$ cat src/rtl/frsb_pkg.sv
// ----------------------------------------------------------------------------
// frsb_pkg: shared types and constants of the four-rotor byte generator
// command codes, state layout and the control word passed to the core
// ----------------------------------------------------------------------------
package frsb_pkg;

	// state vector layout
	localparam int unsigned VEC_LEN   = 17;
	localparam int unsigned IDX_W     = $clog2(VEC_LEN);
	localparam logic [IDX_W-1:0] OFF_TWO   = IDX_W'(0);
	localparam logic [IDX_W-1:0] OFF_THREE = IDX_W'(2);
	localparam logic [IDX_W-1:0] OFF_FIVE  = IDX_W'(5);
	localparam logic [IDX_W-1:0] OFF_SEVEN = IDX_W'(10);

	// burst length limit
	localparam int unsigned MAX_BURST = 64;
	localparam int unsigned CNT_W     = 7;

	// command codes carried on tuser
	typedef enum logic [1:0] {
		CMD_LOAD    = 2'd0,
		CMD_SET_POS = 2'd1,
		CMD_GEN     = 2'd2
	} frsb_cmd_t;

	// control word from the burst controller to the generator core
	typedef struct packed {
		logic        load;
		logic        set_pos;
		logic        step;
		logic [4:0]  seed_index;
		logic [7:0]  seed_value;
		logic [11:0] start_position;
	} frsb_ctrl_t;

endpackage

$ cat src/rtl/frsb_gen.sv
// ----------------------------------------------------------------------------
// frsb_gen: rotor state bank and byte generator
// holds the 17 state bytes and the phase counters, forms the output byte
// and folds it back into the state on every step
// ----------------------------------------------------------------------------
module frsb_gen (
	input  logic               clk,
	input  logic               arst_n,
	input  frsb_pkg::frsb_ctrl_t ctrl,
	output logic [7:0]         random_byte
);
	import frsb_pkg::*;

	logic [7:0] state_q [VEC_LEN];
	logic       p2_q;
	logic [1:0] p3_q;
	logic [2:0] p5_q;
	logic [2:0] p7_q;
	logic [IDX_W-1:0] p17_q;

	logic [7:0] sum;
	logic [7:0] rot;

	// residues by digit folding: 4 = 1 mod 3, 16 = 1 mod 5, 8 = 1 mod 7,
	// 256 = 1 and 16 = -1 mod 17
	function automatic logic [1:0] mod3(input logic [11:0] x);
		logic [4:0] s;
		logic [2:0] t;
		logic [2:0] u;
		s = 5'(x[1:0]) + 5'(x[3:2]) + 5'(x[5:4]) + 5'(x[7:6]) + 5'(x[9:8])
			+ 5'(x[11:10]);
		t = 3'(s[1:0]) + 3'(s[3:2]) + 3'(s[4]);
		u = 3'(t[1:0]) + 3'(t[2]);
		return (u >= 3'd3) ? 2'(u - 3'd3) : u[1:0];
	endfunction

	function automatic logic [2:0] mod5(input logic [11:0] x);
		logic [5:0] s;
		logic [4:0] t;
		logic [4:0] u;
		s = 6'(x[3:0]) + 6'(x[7:4]) + 6'(x[11:8]);
		t = 5'(s[3:0]) + 5'(s[5:4]);
		u = 5'(t[3:0]) + 5'(t[4]);
		if (u >= 5'd15)
			return 3'(u - 5'd15);
		else if (u >= 5'd10)
			return 3'(u - 5'd10);
		else if (u >= 5'd5)
			return 3'(u - 5'd5);
		else
			return u[2:0];
	endfunction

	function automatic logic [2:0] mod7(input logic [11:0] x);
		logic [4:0] s;
		logic [3:0] t;
		s = 5'(x[2:0]) + 5'(x[5:3]) + 5'(x[8:6]) + 5'(x[11:9]);
		t = 4'(s[2:0]) + 4'(s[4:3]);
		return (t >= 4'd7) ? 3'(t - 4'd7) : t[2:0];
	endfunction

	function automatic logic [IDX_W-1:0] mod17(input logic [11:0] x);
		logic [8:0] s;
		logic [8:0] y;
		logic [5:0] r;
		s = 9'(x[7:0]) + 9'(x[11:8]);
		y = 9'(s[7:0]) + 9'(s[8]);
		r = 6'(y[3:0]) + 6'(VEC_LEN) - 6'(y[8:4]);
		return (r >= 6'(VEC_LEN)) ? IDX_W'(r - 6'(VEC_LEN)) : IDX_W'(r);
	endfunction

	// one tap from each rotor, sum mod 256
	assign sum = state_q[OFF_TWO + IDX_W'(p2_q)] + state_q[OFF_THREE + IDX_W'(p3_q)]
		+ state_q[OFF_FIVE + IDX_W'(p5_q)] + state_q[OFF_SEVEN + IDX_W'(p7_q)];
	assign rot = {sum[6:0], sum[7]};
	assign random_byte = sum;

	// each state byte updates itself, no shared read port
	always_ff @(posedge clk or negedge arst_n) begin
		if (!arst_n) begin
			for (int j = 0; j < VEC_LEN; j++) state_q[j] <= 8'h00;
		end else begin
			for (int j = 0; j < VEC_LEN; j++) begin
				if (ctrl.load && (ctrl.seed_index == 5'(j)))
					state_q[j] <= ctrl.seed_value;
				else if (ctrl.step && (p17_q == IDX_W'(j)))
					state_q[j] <= state_q[j] + rot;
			end
		end
	end

	always_ff @(posedge clk or negedge arst_n) begin
		if (!arst_n) begin
			p2_q  <= 1'b0;
			p3_q  <= '0;
			p5_q  <= '0;
			p7_q  <= '0;
			p17_q <= '0;
		end else if (ctrl.set_pos) begin
			p2_q  <= ctrl.start_position[0];
			p3_q  <= mod3(ctrl.start_position);
			p5_q  <= mod5(ctrl.start_position);
			p7_q  <= mod7(ctrl.start_position);
			p17_q <= mod17(ctrl.start_position);
		end else if (ctrl.step) begin
			p2_q  <= ~p2_q;
			p3_q  <= (p3_q == 2'd2) ? 2'd0 : p3_q + 2'd1;
			p5_q  <= (p5_q == 3'd4) ? 3'd0 : p5_q + 3'd1;
			p7_q  <= (p7_q == 3'd6) ? 3'd0 : p7_q + 3'd1;
			p17_q <= (p17_q == IDX_W'(VEC_LEN - 1)) ? '0 : p17_q + IDX_W'(1);
		end
	end

endmodule

$ cat src/rtl/four_rotor_sum_byte_prng.sv
// ----------------------------------------------------------------------------
// four_rotor_sum_byte_prng: four-rotor summing byte generator
// streaming command in, pseudo-random byte stream out
// ----------------------------------------------------------------------------
// Each input word carries a command on tuser: load one of the 17 state bytes,
// set the position, or generate a burst of 1 to 64 bytes (larger counts are
// clipped to 64, a count of zero gives nothing). Load and set-position words
// retire as soon as they are held and produce no output. A generate word stays
// in the command register until its last byte is formed, so the block delivers
// one byte per cycle while the output side keeps tready high; the next command
// is taken in the cycle that retires the last byte. The throughput figure is
// set by the state update: each byte folds back into the state before the next
// one is formed. tlast marks the final byte of each burst. A generate word is
// held in the command register, its first byte then in the output register.
// ----------------------------------------------------------------------------
module four_rotor_sum_byte_prng (
	input  logic        clk,
	input  logic        arst_n,
	input  logic        s_axis_tvalid,
	output logic        s_axis_tready,
	input  logic [31:0] s_axis_tdata,  // seed_index[4:0], seed_value[12:5],
	                                   // start_position[24:13], byte_count[31:25]
	input  logic [1:0]  s_axis_tuser,  // command[1:0]
	output logic        m_axis_tvalid,
	input  logic        m_axis_tready,
	output logic [7:0]  m_axis_tdata,  // random_byte[7:0]
	output logic        m_axis_tlast
);
	import frsb_pkg::*;

	// command register
	logic             in_valid_q;
	frsb_cmd_t        cmd_q;
	logic [4:0]       seed_index_q;
	logic [7:0]       seed_value_q;
	logic [11:0]      start_pos_q;
	logic [CNT_W-1:0] remaining_q;

	// output register
	logic       out_valid_q;
	logic [7:0] out_byte_q;
	logic       out_last_q;

	logic             in_accept;
	logic             out_free;
	logic             is_gen;
	logic             step;
	logic             done;
	logic [CNT_W-1:0] count_sat;
	logic [7:0]       gen_byte;
	frsb_ctrl_t       ctrl;

	assign in_accept = s_axis_tvalid && s_axis_tready;
	// output slot can take a new word this cycle
	assign out_free  = !out_valid_q || m_axis_tready;
	assign is_gen    = (cmd_q == CMD_GEN);

	// one byte leaves the core whenever a burst is pending and the slot is free
	assign step = in_valid_q && is_gen && (remaining_q != '0) && out_free;

	// the held word retires this cycle
	always_comb begin
		done = 1'b0;
		if (in_valid_q) begin
			unique case (cmd_q)
				CMD_GEN: done = (remaining_q == '0) || ((remaining_q == CNT_W'(1)) && out_free);
				default: done = 1'b1;
			endcase
		end
	end

	assign s_axis_tready = !in_valid_q || done;

	// clip burst length
	assign count_sat = (s_axis_tdata[31:25] > CNT_W'(MAX_BURST)) ? CNT_W'(MAX_BURST)
		: s_axis_tdata[31:25];

	always_ff @(posedge clk or negedge arst_n) begin
		if (!arst_n) begin
			in_valid_q  <= 1'b0;
			remaining_q <= '0;
		end else if (in_accept) begin
			in_valid_q  <= 1'b1;
			remaining_q <= count_sat;
		end else begin
			if (done)
				in_valid_q <= 1'b0;
			if (step)
				remaining_q <= remaining_q - CNT_W'(1);
		end
	end

	// payload of the command register
	always_ff @(posedge clk) begin
		if (in_accept) begin
			cmd_q        <= frsb_cmd_t'(s_axis_tuser);
			seed_index_q <= s_axis_tdata[4:0];
			seed_value_q <= s_axis_tdata[12:5];
			start_pos_q  <= s_axis_tdata[24:13];
		end
	end

	always_comb begin
		ctrl.load           = in_valid_q && (cmd_q == CMD_LOAD);
		ctrl.set_pos        = in_valid_q && (cmd_q == CMD_SET_POS);
		ctrl.step           = step;
		ctrl.seed_index     = seed_index_q;
		ctrl.seed_value     = seed_value_q;
		ctrl.start_position = start_pos_q;
	end

	frsb_gen u_gen (
		.clk         (clk),
		.arst_n      (arst_n),
		.ctrl        (ctrl),
		.random_byte (gen_byte)
	);

	always_ff @(posedge clk or negedge arst_n) begin
		if (!arst_n) begin
			out_valid_q <= 1'b0;
		end else if (step) begin
			out_valid_q <= 1'b1;
		end else if (m_axis_tready) begin
			out_valid_q <= 1'b0;
		end
	end

	always_ff @(posedge clk) begin
		if (step) begin
			out_byte_q <= gen_byte;
			out_last_q <= (remaining_q == CNT_W'(1));
		end
	end

	assign m_axis_tvalid = out_valid_q;
	assign m_axis_tdata  = out_byte_q;
	assign m_axis_tlast  = out_last_q;

	// non-generate words and empty bursts never hold up the input side
	a_no_stall: assert property (@(posedge clk) disable iff (!arst_n)
		(in_valid_q && (!is_gen || (remaining_q == '0))) |-> s_axis_tready)
		else $error("command register stalled on a word that makes no output");

	// every step lands in the output register with the right last flag
	a_step_out: assert property (@(posedge clk) disable iff (!arst_n)
		step |=> (m_axis_tvalid && (m_axis_tlast == ($past(remaining_q) == CNT_W'(1)))))
		else $error("generated byte not presented with correct last flag");

	// burst counter stays within the clipped range
	a_cnt_range: assert property (@(posedge clk) disable iff (!arst_n)
		in_valid_q |-> (remaining_q <= CNT_W'(MAX_BURST)))
		else $error("burst counter out of range");

	// a burst word is never dropped before its last byte leaves
	a_burst_hold: assert property (@(posedge clk) disable iff (!arst_n)
		(in_valid_q && is_gen && (remaining_q > CNT_W'(1))) |-> !s_axis_tready)
		else $error("input accepted while burst still pending");

endmodule

$ cat config.mk
export PLATFORM = sky130hd
export DESIGN_NAME = four_rotor_sum_byte_prng
export DESIGN_NICKNAME = d
export VERILOG_FILES = /design/src/rtl/frsb_pkg.sv /design/src/rtl/frsb_gen.sv /design/src/rtl/four_rotor_sum_byte_prng.sv
export SDC_FILE = /design/constraint.sdc
export NUM_CORES = 1
export LEC_CHECK = 0
export BUFFER_PORTS_ARGS = -buffer_cell sky130_fd_sc_hd__buf_2
export CORE_MARGIN = 10
export CORE_UTILIZATION = 65
export CTS_CLUSTER_DIAMETER = 60
export CTS_CLUSTER_SIZE = 10
export DETAILED_ROUTE_END_ITERATION = 8
export HOLD_SLACK_MARGIN = 0.08
export PLACE_DENSITY = 0.83
export SLEW_MARGIN = 25
export SYNTH_ARGS = -nofsm -noshare
export SYNTH_HDL_FRONTEND = slang
export SYNTH_SLANG_ARGS = --single-unit
$ cat constraint.sdc
create_clock -name clk -period 10.1 [get_ports clk]
set_input_delay 0.505 -clock clk [delete_from_list [all_inputs] [get_ports clk]]
set_output_delay 0.505 -clock clk [all_outputs]
set_load 0.01 [all_outputs]
* Word level (Yosys, flattened, before mapping) *
Cells that the tools add are included.

word-level totals
  bits in registers = 195
  bits of input ports = 38
  logic and storage cells = 286

cells by class
  add/sub/neg operators = 54
  magnitude comparators = 11
  equality and inequality tests = 38
  mux-type cells = 75
  bitwise gates (word level) = 5
  reduce and logical (&&, ||, !) cells = 72

operators with widths
  kind                                                                                  count
  8-bit 2-to-1 mux                                                                      42
  8-bit adder                                                                           20
  8-bit binary-select mux with 5-bit select                                             4
  5-bit by 4-bit equality test with 1-bit output (second input constant)                16
  2-bit nonzero test                                                                    21
  1-bit logical AND                                                                     41
  5-bit by 3-bit equality test with 1-bit output (second input constant)                8
  3-bit 2-to-1 mux                                                                      10
  6-bit greater-or-equal comparator (second input constant)                             4
  7-bit 2-to-1 mux                                                                      3
  5-bit by 2-bit adder with 5-bit output                                                4
  5-bit by 2-bit equality test with 1-bit output (second input constant)                4
  5-bit 2-to-1 mux                                                                      4
  5-bit NOT with 6-bit output                                                           3
  5-bit by 3-bit adder with 5-bit output                                                2
  5-bit by 1-bit equality test with 1-bit output (second input constant)                2
  5-bit equality test (second input constant)                                           2
  5-bit by 4-bit greater-or-equal comparator with 1-bit output (second input constant)  2
  5-bit zero test                                                                       2
  8-bit by 1-bit adder with 9-bit output                                                1
  8-bit by 4-bit adder with 9-bit output                                                1
  3-bit subtractor (second input constant)                                              3
  1-bit 2-to-1 mux                                                                      8
  2-bit 2-to-1 mux                                                                      4
  37 further kinds                                                                      44

* Depth between registers and ports, before layout *
Gate-level depths: netlist (run 1).

  depth after elaboration = 11
  mapped depth = 31
  gate-level depth less buffers = 26

* By module *
A second synthesis (run 1) with hierarchy kept.

unflattened totals
  cells, all modules = 1875
  area total of the unflattened synthesis = 17862.1 um2

modules (own cells, without submodules)
  module                    instances  cells an instance  area an instance (um2)  seq. area each (um2)
  frsb_gen                  1          1772               16140.5                 3753.6
  four_rotor_sum_byte_prng  1          103                1721.7                  1306.3

* Worst setup path before layout (run 1) *
Ideal clock, no wire load.

  kind = register -> register
  start point = register u_gen.p5_q[0]
  end point = register u_gen.state_q[55] (netlist bit)
  library setup time = 126 ps
  arrival = 7431 ps
  data required time = 9974 ps
  slack = 2543 ps
  cell stages (with the launch flop) = 32
  path buffers = 5
  clock period less this slack = 7557 ps
  path through = dfrtp_1 buf_2 buf_2 inv_1 ha_1 clkbuf_1 clkbuf_1 buf_1 mux4_2 mux4_2 fa_1 inv_1 fa_1 inv_1 ha_1 inv_1 fa_1 inv_1 a21oi_1 o21bai_1 a21o_1 a21oi_1 xnor2_1 xnor2_1 ha_1 a21o_1 a21oi_1 o21ai_0 o41ai_1 xor2_1 a21o_1 a221o_1

on the way
  cells in the longest elaborated chain, start to end = 10

ends and longest elaborated chain
  element                                               RTL line                        RTL
  start: declaration                                    frsb_gen.sv:17                  logic [2:0] p5_q;
  start signal: assignment                              frsb_gen.sv:102                 p5_q <= mod5(ctrl.start_position);
  start signal: assignment                              frsb_gen.sv:108                 p5_q <= (p5_q == 3'd4) ? 3'd0 : p5_q + 3'd1;
  3-bit by 3-bit adder with 4-bit output                frsb_gen.sv:74                  + state_q[OFF_FIVE + IDX_W'(p5_q)] + state_q[OFF_SEVEN + IDX_W'(p7_q)];
  5-bit NOT with 6-bit output (not written as such)     frsb_gen.sv:74
  8-bit binary-select mux with 5-bit select             frsb_gen.sv:74
  8-bit 2-to-1 mux (not written as such) (2 in series)  frsb_gen.sv:74
  8-bit adder (2 in series)                             frsb_gen.sv:74
  via gen_byte[7]                                       four_rotor_sum_byte_prng.sv:50  logic [7:0] gen_byte;
  8-bit adder                                           frsb_gen.sv:87                  state_q[j] <= state_q[j] + rot;
  8-bit 2-to-1 mux                                      frsb_gen.sv:86                  else if (ctrl.step && (p17_q == IDX_W'(j)))
  8-bit 2-to-1 mux                                      frsb_gen.sv:84                  if (ctrl.load && (ctrl.seed_index == 5'(j)))
  end signal: indexed assignment                        frsb_gen.sv:85                  state_q[j] <= ctrl.seed_value;
  end signal: indexed assignment                        frsb_gen.sv:87
  end: declaration                                      frsb_gen.sv:14                  logic [7:0] state_q [VEC_LEN];

The timed path passes the listed nets, and every way through them passes these cells. The select of a mux whose other input is x is not followed.
A chain may end at the register's enable or synchronous reset.

* Worst setup path after layout (run 1) *
  start point = register u_gen.p5_q[0]
  end point = register u_gen.state_q[87] (netlist bit)

Same word-level chain as after synthesis.

==> flow_summary.yaml, run 1 <==
clock_network:
  insertion_delay_ns: 0.45
  cts_tree: "yes"
  path_clk_slew_ns: 0.09
  numCtsBuffers: 17
  cts_max_path_buffers: 2
  post_cts.repair.setup_buffers: 0
  clockRootBuffer: "clkbuf_16"
  cts_sinks: 195
  h-tree-depth: 4
die:
  rows: 59
  die_w_um: 183
  pin_count: 49
  die_y_um: 183
  initial_utilization_pct: 66.4
  die-area_um2: 33600
  coreArea_um2: 26100
timing:
  slew_headroom_pct: 24.1
  hold_violations: 0
  rsz0062_at_grt: "no"
  setup_violations: 0
  fin_crit_sh_pct: 83.1
  worst_pin_slew_ns: 1.14
  fin_crit_ns: 8.40
  fmax_mhz: 119
  setup_tns_ns: 0
  skew_ns: 0.0199
  finalMaxSlewViolations: 0
logic_synthesis:
  synth.top_cell.area_share_pct: 22.9
  async_flop_share_pct: 81.5
  synth_edf_count: 36
  netlist_instances: 1699
  synth_largest_area_cell: "dfrtp_1"
  ys_seq_area_share_pct: 29.2
  syn_area_um2: 17300
  synth_area_leaders: "dfrtp_1 23%, ha_1 13%, mux4_2 8.1%, edfxtp_1 6.2%, fa_1 6.0%"
  syn_nets: 1970
  synth-main-ff-cell: "dfrtp_1"
  synth_seq_cells: 195
  yosysWarnings: 0
  syn_area_per_cell_um2: 10.2
  yosysUniqueCellTypes: 78
finish:
  areaGrowthSynthToFinish_pct: 7.50
  final_common_cell: "ha_1"
  drive_gt1_share_pct: 13.4
  finalNonFillerCells: 2080
  final_area_um2: 18600
  final_cell_mix: "180 x ha_1, 158 x dfrtp_1, 143 x nor2_1"
  final_nets: 2003
  diodes: 0
  fillCellCount: 1835
job:
  cap_violations: 0
drt:
  firstDrtPassIters: 8
  drc_errors: 0
  avgViaCountPerCell: 7.18
  antenna_left: 0
  drt_iter0_drc: 1965
  wl_mm: 52.2
  wl_per_cell_um: 25.1
  vias: 14900
global_routing:
  overflow: 0
  first_global_vias: 15000
  grt_antenna_before_repair: 0
  grt_usage_pct: 31.3
  grt_pass1_wl_mm: 82.3
  grt_start_max_net_pins: 101
hold_path:
  hold_class: "in2reg"
critical_path:
  crit_top_cell: "inv_1"
  worst-path-max-fanout: 36
  crit_required_ns: 10.43
  crit_path_end_kind: "flop"
  cp-start-kind: "flop"
  worst_path_max_delay_cell: "ha_1"
  crit_arrival_ns: 8.72
  crit_path_max_incr_delay_ns: 0.83
  crit_type: "reg2reg"
placed_design:
  placed_area_um2: 18000
  io_buffers: 48
  finalWeightedCongestion: 1.00
  dp.cells: 2046
  dp_hpwl_mm: 37.8
run_status:
  run_status: "completed"
-- cells in the mapped netlist, drive strengths merged (6+ instances only) --
cell type and number:
ha 181, nor2 165, dfrtp 159, nand2 150, inv 85, a21oi 83, xor2 80, a22oi 78
a21o 76, o21ai 70, xnor2 66, mux4 64, a221o 59, fa 52, nor3 42, edfxtp 36
nand3 35, clkbuf 28, buf 25, mux2i 23, o41ai 17, a211oi 13, and3 13, o21bai 11
or3 11, nand2b 10, nor2b 8, a31oi 6
-- final cells by class --
cell class / count / area [um2] / area share [%]
clock buffers: 18 / 450 / 2.42
clock inverters: 14 / 118 / 0.631
multi-input cells: 1366 / 11800 / 63.2
repair buffers: 67 / 487 / 2.61
well taps: 335 / 419 / 2.25
inverters: 85 / 319 / 1.71
flip-flops and latches: 195 / 5060 / 27.1
-- logic make-up (layout without fill, tap and decap cells) --
group                    after synthesis  count (layout)  synth area share (%)
AO/OA/AOI/OAI                        432             432                  17.6
XOR/XNOR                             148             148                  7.66
adder cells (fa/ha/maj)              233             233                  19.1
buffers and inverters                138             184                  3.18
flip-flops                           195             195                  29.2
multiplexers                          88              88                  9.82
AND/OR/NAND/NOR                      465             465                  13.5
-- metrics by stage --
step | utilization [%] | hold slack, ns | worst slack [ns]
after CTS | 71.1 | 0.208 | 1.89
after detailed placement | 69.0 | 0.515 | 1.92
after global placement | 68.5 | 0.514 | 2.27
after global routing | 71.3 | 0.213 | 1.39
after floorplan | - | 0.209 | 2.54
final | 71.3 | 0.223 | 1.70
-- path summary, 6_finish.rpt --
path / startpoint / to / slack, ns / cells after the start
hold reg to reg: u_gen.state_q[72]$_DFFE_PN0P_ / u_gen.state_q[72]$_DFFE_PN0P_ / 0.54 / 2
setup reg to reg: u_gen.p5_q[0]$_DFFE_PN0P_ / u_gen.state_q[87]$_DFFE_PN0P_ / 1.70 / 29
setup / recovery: u_gen.p5_q[0]$_DFFE_PN0P_ / u_gen.state_q[87]$_DFFE_PN0P_ / 1.70 / 29
max in group asynchronous: arst_n / u_gen.p5_q[0]$_DFFE_PN0P_ / 8.46 / 3
min in group asynchronous: arst_n / u_gen.state_q[23]$_DFFE_PN0P_ / 0.49 / 2
hold / removal: s_axis_tdata[7] / seed_value_q[2]$_DFFE_PP_ / 0.22 / 1
-- flip-flops by register name (all words and copies together), names as in the netlist --
signal / flops
m_axis_tvalid: 1
u_gen.p7_q: 3
cmd_q: 2
in_valid_q: 1
u_gen.p2_q: 1
remaining_q: 7
u_gen.state_q: 136
u_gen.p3_q: 2
start_pos_q: 12
seed_value_q: 8
u_gen.p17_q: 5
m_axis_tdata: 8
m_axis_tlast: 1
seed_index_q: 5
u_gen.p5_q: 3
-- per-layer routing --
layer  global-route usage [%]  wire length [um]  vias up
li1                         -                 -     6405
met1                     37.2             18100     7118
met2                     49.2             23600     1105
met3                     9.41              6790      301
met4                     19.2              3700        0
met5                        0                 0        -
-- critical path: cells and delay by family, from the launching register on --
family          cells  cell delay, ns
flops               1            0.34
buf+inv             8            1.63
fa+ha+maj           6            2.65
compound gates     10            2.12
xor+xnor            3            0.69
mux                 2            0.82
-- timing repair --
item	in CTS	in global routing
setup endpoints to repair	0	0
endpoints found under the hold margin	0	25
hold buffers	0	1
resized for setup	0	0
Power of run 1 is not shown: default switching activity piles up to over one toggle a cycle in this logic, so the estimate is an artifact.
==> run 2: changes to the inputs <==
==> constraint.sdc (replaced) <==
create_clock -name clk -period 8 [get_ports clk]
set_input_delay 0.4 -clock clk [delete_from_list [all_inputs] [get_ports clk]]
set_output_delay 0.4 -clock clk [all_outputs]
set_load 0.01 [all_outputs]
==> run 2 against run 1 <==
- worst setup slack got worse by 1.2 ns
- count of clock-buffer cells in the layout unchanged
- clock skew decreased by 0.0058 ns
- register-to-register slack got worse by 1.2 ns
- die area unchanged
- sequential share of layout area about the same
- global-route usage decreased by 0.094 points
- non-clock buffer count increased by 7
- final area about the same
- sequential cell count unchanged
- via count decreased by 0.74%
- critical path type unchanged
- largest cell class unchanged
==> flow_summary.yaml, run 2 (synthesis results as in run 1) <==
finish:
  final_nets: 2010
  final_common_cell: "ha_1"
  top_register: "u_gen.state_q"
  fillCellCount: 1841
  drive_gt1_share_pct: 13.7
  final_cell_mix: "180 x ha_1, 158 x dfrtp_1, 143 x nor2_1"
  reg_top3: "u_gen.state_q x136, start_pos_q x12"
  largest_reg_flops: 136
  areaGrowthSynthToFinish_pct: 7.54
  diodes: 0
timing:
  fin_crit_ns: 7.47
  hold_violations: 0
  slew_headroom_pct: 24.2
  setup_violations: 0
  fmax_mhz: 134
  worst_pin_slew_ns: 1.14
  rsz0062_at_grt: "no"
  fin_crit_sh_pct: 93.4
  skew_ns: 0.0141
  setup_tns_ns: 0
  finalMaxSlewViolations: 0
placed_design:
  io_buffers: 48
  finalWeightedCongestion: 1.01
  dp_hpwl_mm: 38.3
critical_path:
  crit_path_end_kind: "flop"
  crit_type: "reg2reg"
  r2r_setup_slack_ns: 0.53
  cp-start-kind: "flop"
  crit_required_ns: 8.33
  crit_arrival_ns: 7.80
  worst-path-max-fanout: 14
drt:
  wl_mm: 52.4
  avgViaCountPerCell: 7.10
  wl_per_cell_um: 25.1
  antenna_left: 0
  vias: 14800
  drt_iter0_drc: 1716
  drc_errors: 0
  firstDrtPassIters: 6
clock_network:
  path_clk_slew_ns: 0.08
  cts_tree: "yes"
  cts_resized: 0
  post_cts.repair.setup_buffers: 0
  insertion_delay_ns: 0.45
  ctsHoldBuffers: 1
  h-tree-depth: 4
  cts_sinks: 195
  cts_max_path_buffers: 2
  clockRootBuffer: "clkbuf_16"
  numCtsBuffers: 17
die:
  die_w_um: 183
  coreArea_um2: 26100
  rows: 59
  die-area_um2: 33600
  pin_count: 49
  die_y_um: 183
  initial_utilization_pct: 66.4
hold_path:
  hold_class: "in2reg"
global_routing:
  grt_antenna_before_repair: 1
  overflow: 0
  grt_usage_pct: 31.2
  grt_start_max_net_pins: 75
  grt_pass1_wl_mm: 82.1
  first_global_vias: 14800
run_status:
  run_status: "completed"
job:
  cap_violations: 0
run 2: cell count changes in the layout (fill, tap and decap cells not counted), moves of 2 or more:
cell	delta
buf_4	+8
buf_16	-3
buf_8	+2
inv_8	+2
run 2: worst paths after layout:
| check | startpoint | end | depth (start not counted) |
|---|---|---|---|
| worst max register to register | u_gen.p5_q[1]$_DFFE_PN0P_ | u_gen.state_q[79]$_DFFE_PN0P_ | 25 |
| worst max-delay path | u_gen.p5_q[1]$_DFFE_PN0P_ | u_gen.state_q[79]$_DFFE_PN0P_ | 25 |
| min in group asynchronous | arst_n | u_gen.state_q[22]$_DFFE_PN0P_ | 2 |
| max in group asynchronous | arst_n | u_gen.p5_q[0]$_DFFE_PN0P_ | 4 |
| worst min register to register | u_gen.state_q[80]$_DFFE_PN0P_ | u_gen.state_q[80]$_DFFE_PN0P_ | 2 |
| worst min-delay path | s_axis_tdata[23] | start_pos_q[10]$_DFFE_PP_ | 1 |
run 2: critical path, stage by stage (launching register included):
cell	delay, ns
dfrtp_1	0.39
inv_1	0.11
ha_1	0.73
buf_4	0.33
mux4_2	0.34
mux4_2	0.49
fa_1	0.52
inv_1	0.06
fa_1	0.53
fa_1	0.50
inv_1	0.08
a21oi_1	0.06
o21bai_1	0.25
a21o_1	0.16
a21oi_1	0.08
xnor2_1	0.31
xnor2_2	0.29
buf_4	0.31
ha_1	0.24
a21o_1	0.19
a21oi_1	0.22
o21ai_0	0.19
o41ai_1	0.34
xor2_1	0.16
a21o_1	0.19
a221o_1	0.28
run 2: per-stage QoR:
step	util, %	setup WS [ns]	instances	hold slack [ns]	area [um2]
after floorplan	-	0.443	1699	0.104	17300
after global placement	68.7	1.00	2049	0.469	18000
after detailed placement	68.9	0.738	2052	0.479	18000
after CTS	71.2	0.646	2085	0.123	18600
after global routing	71.4	0.257	2087	0.112	18600
final	71.4	0.531	2087	0.123	18600
run 2: cell type report:
cell class,instances,area [um2],share of cell area [%]
Multi-Input combinational cell,1366,11800,63.1
Inverter,85,319,1.71
Timing Repair Buffer,74,494,2.65
Clock inverter,14,141,0.758
Clock buffer,18,439,2.35
Sequential cell,195,5060,27.1
Tap cell,335,419,2.25
run 2: metal layers:
| layer | global-route usage [%] | part of all wire (%) |
|---|---|---|
| met1 | 39.1 | 37 |
| met2 | 50.2 | 46 |
| met4 | 14.8 | 5.2 |
| met3 | 7.31 | 11 |
| met5 | 0 | 0.021 |
Power of run 2 is left out for the same reason.
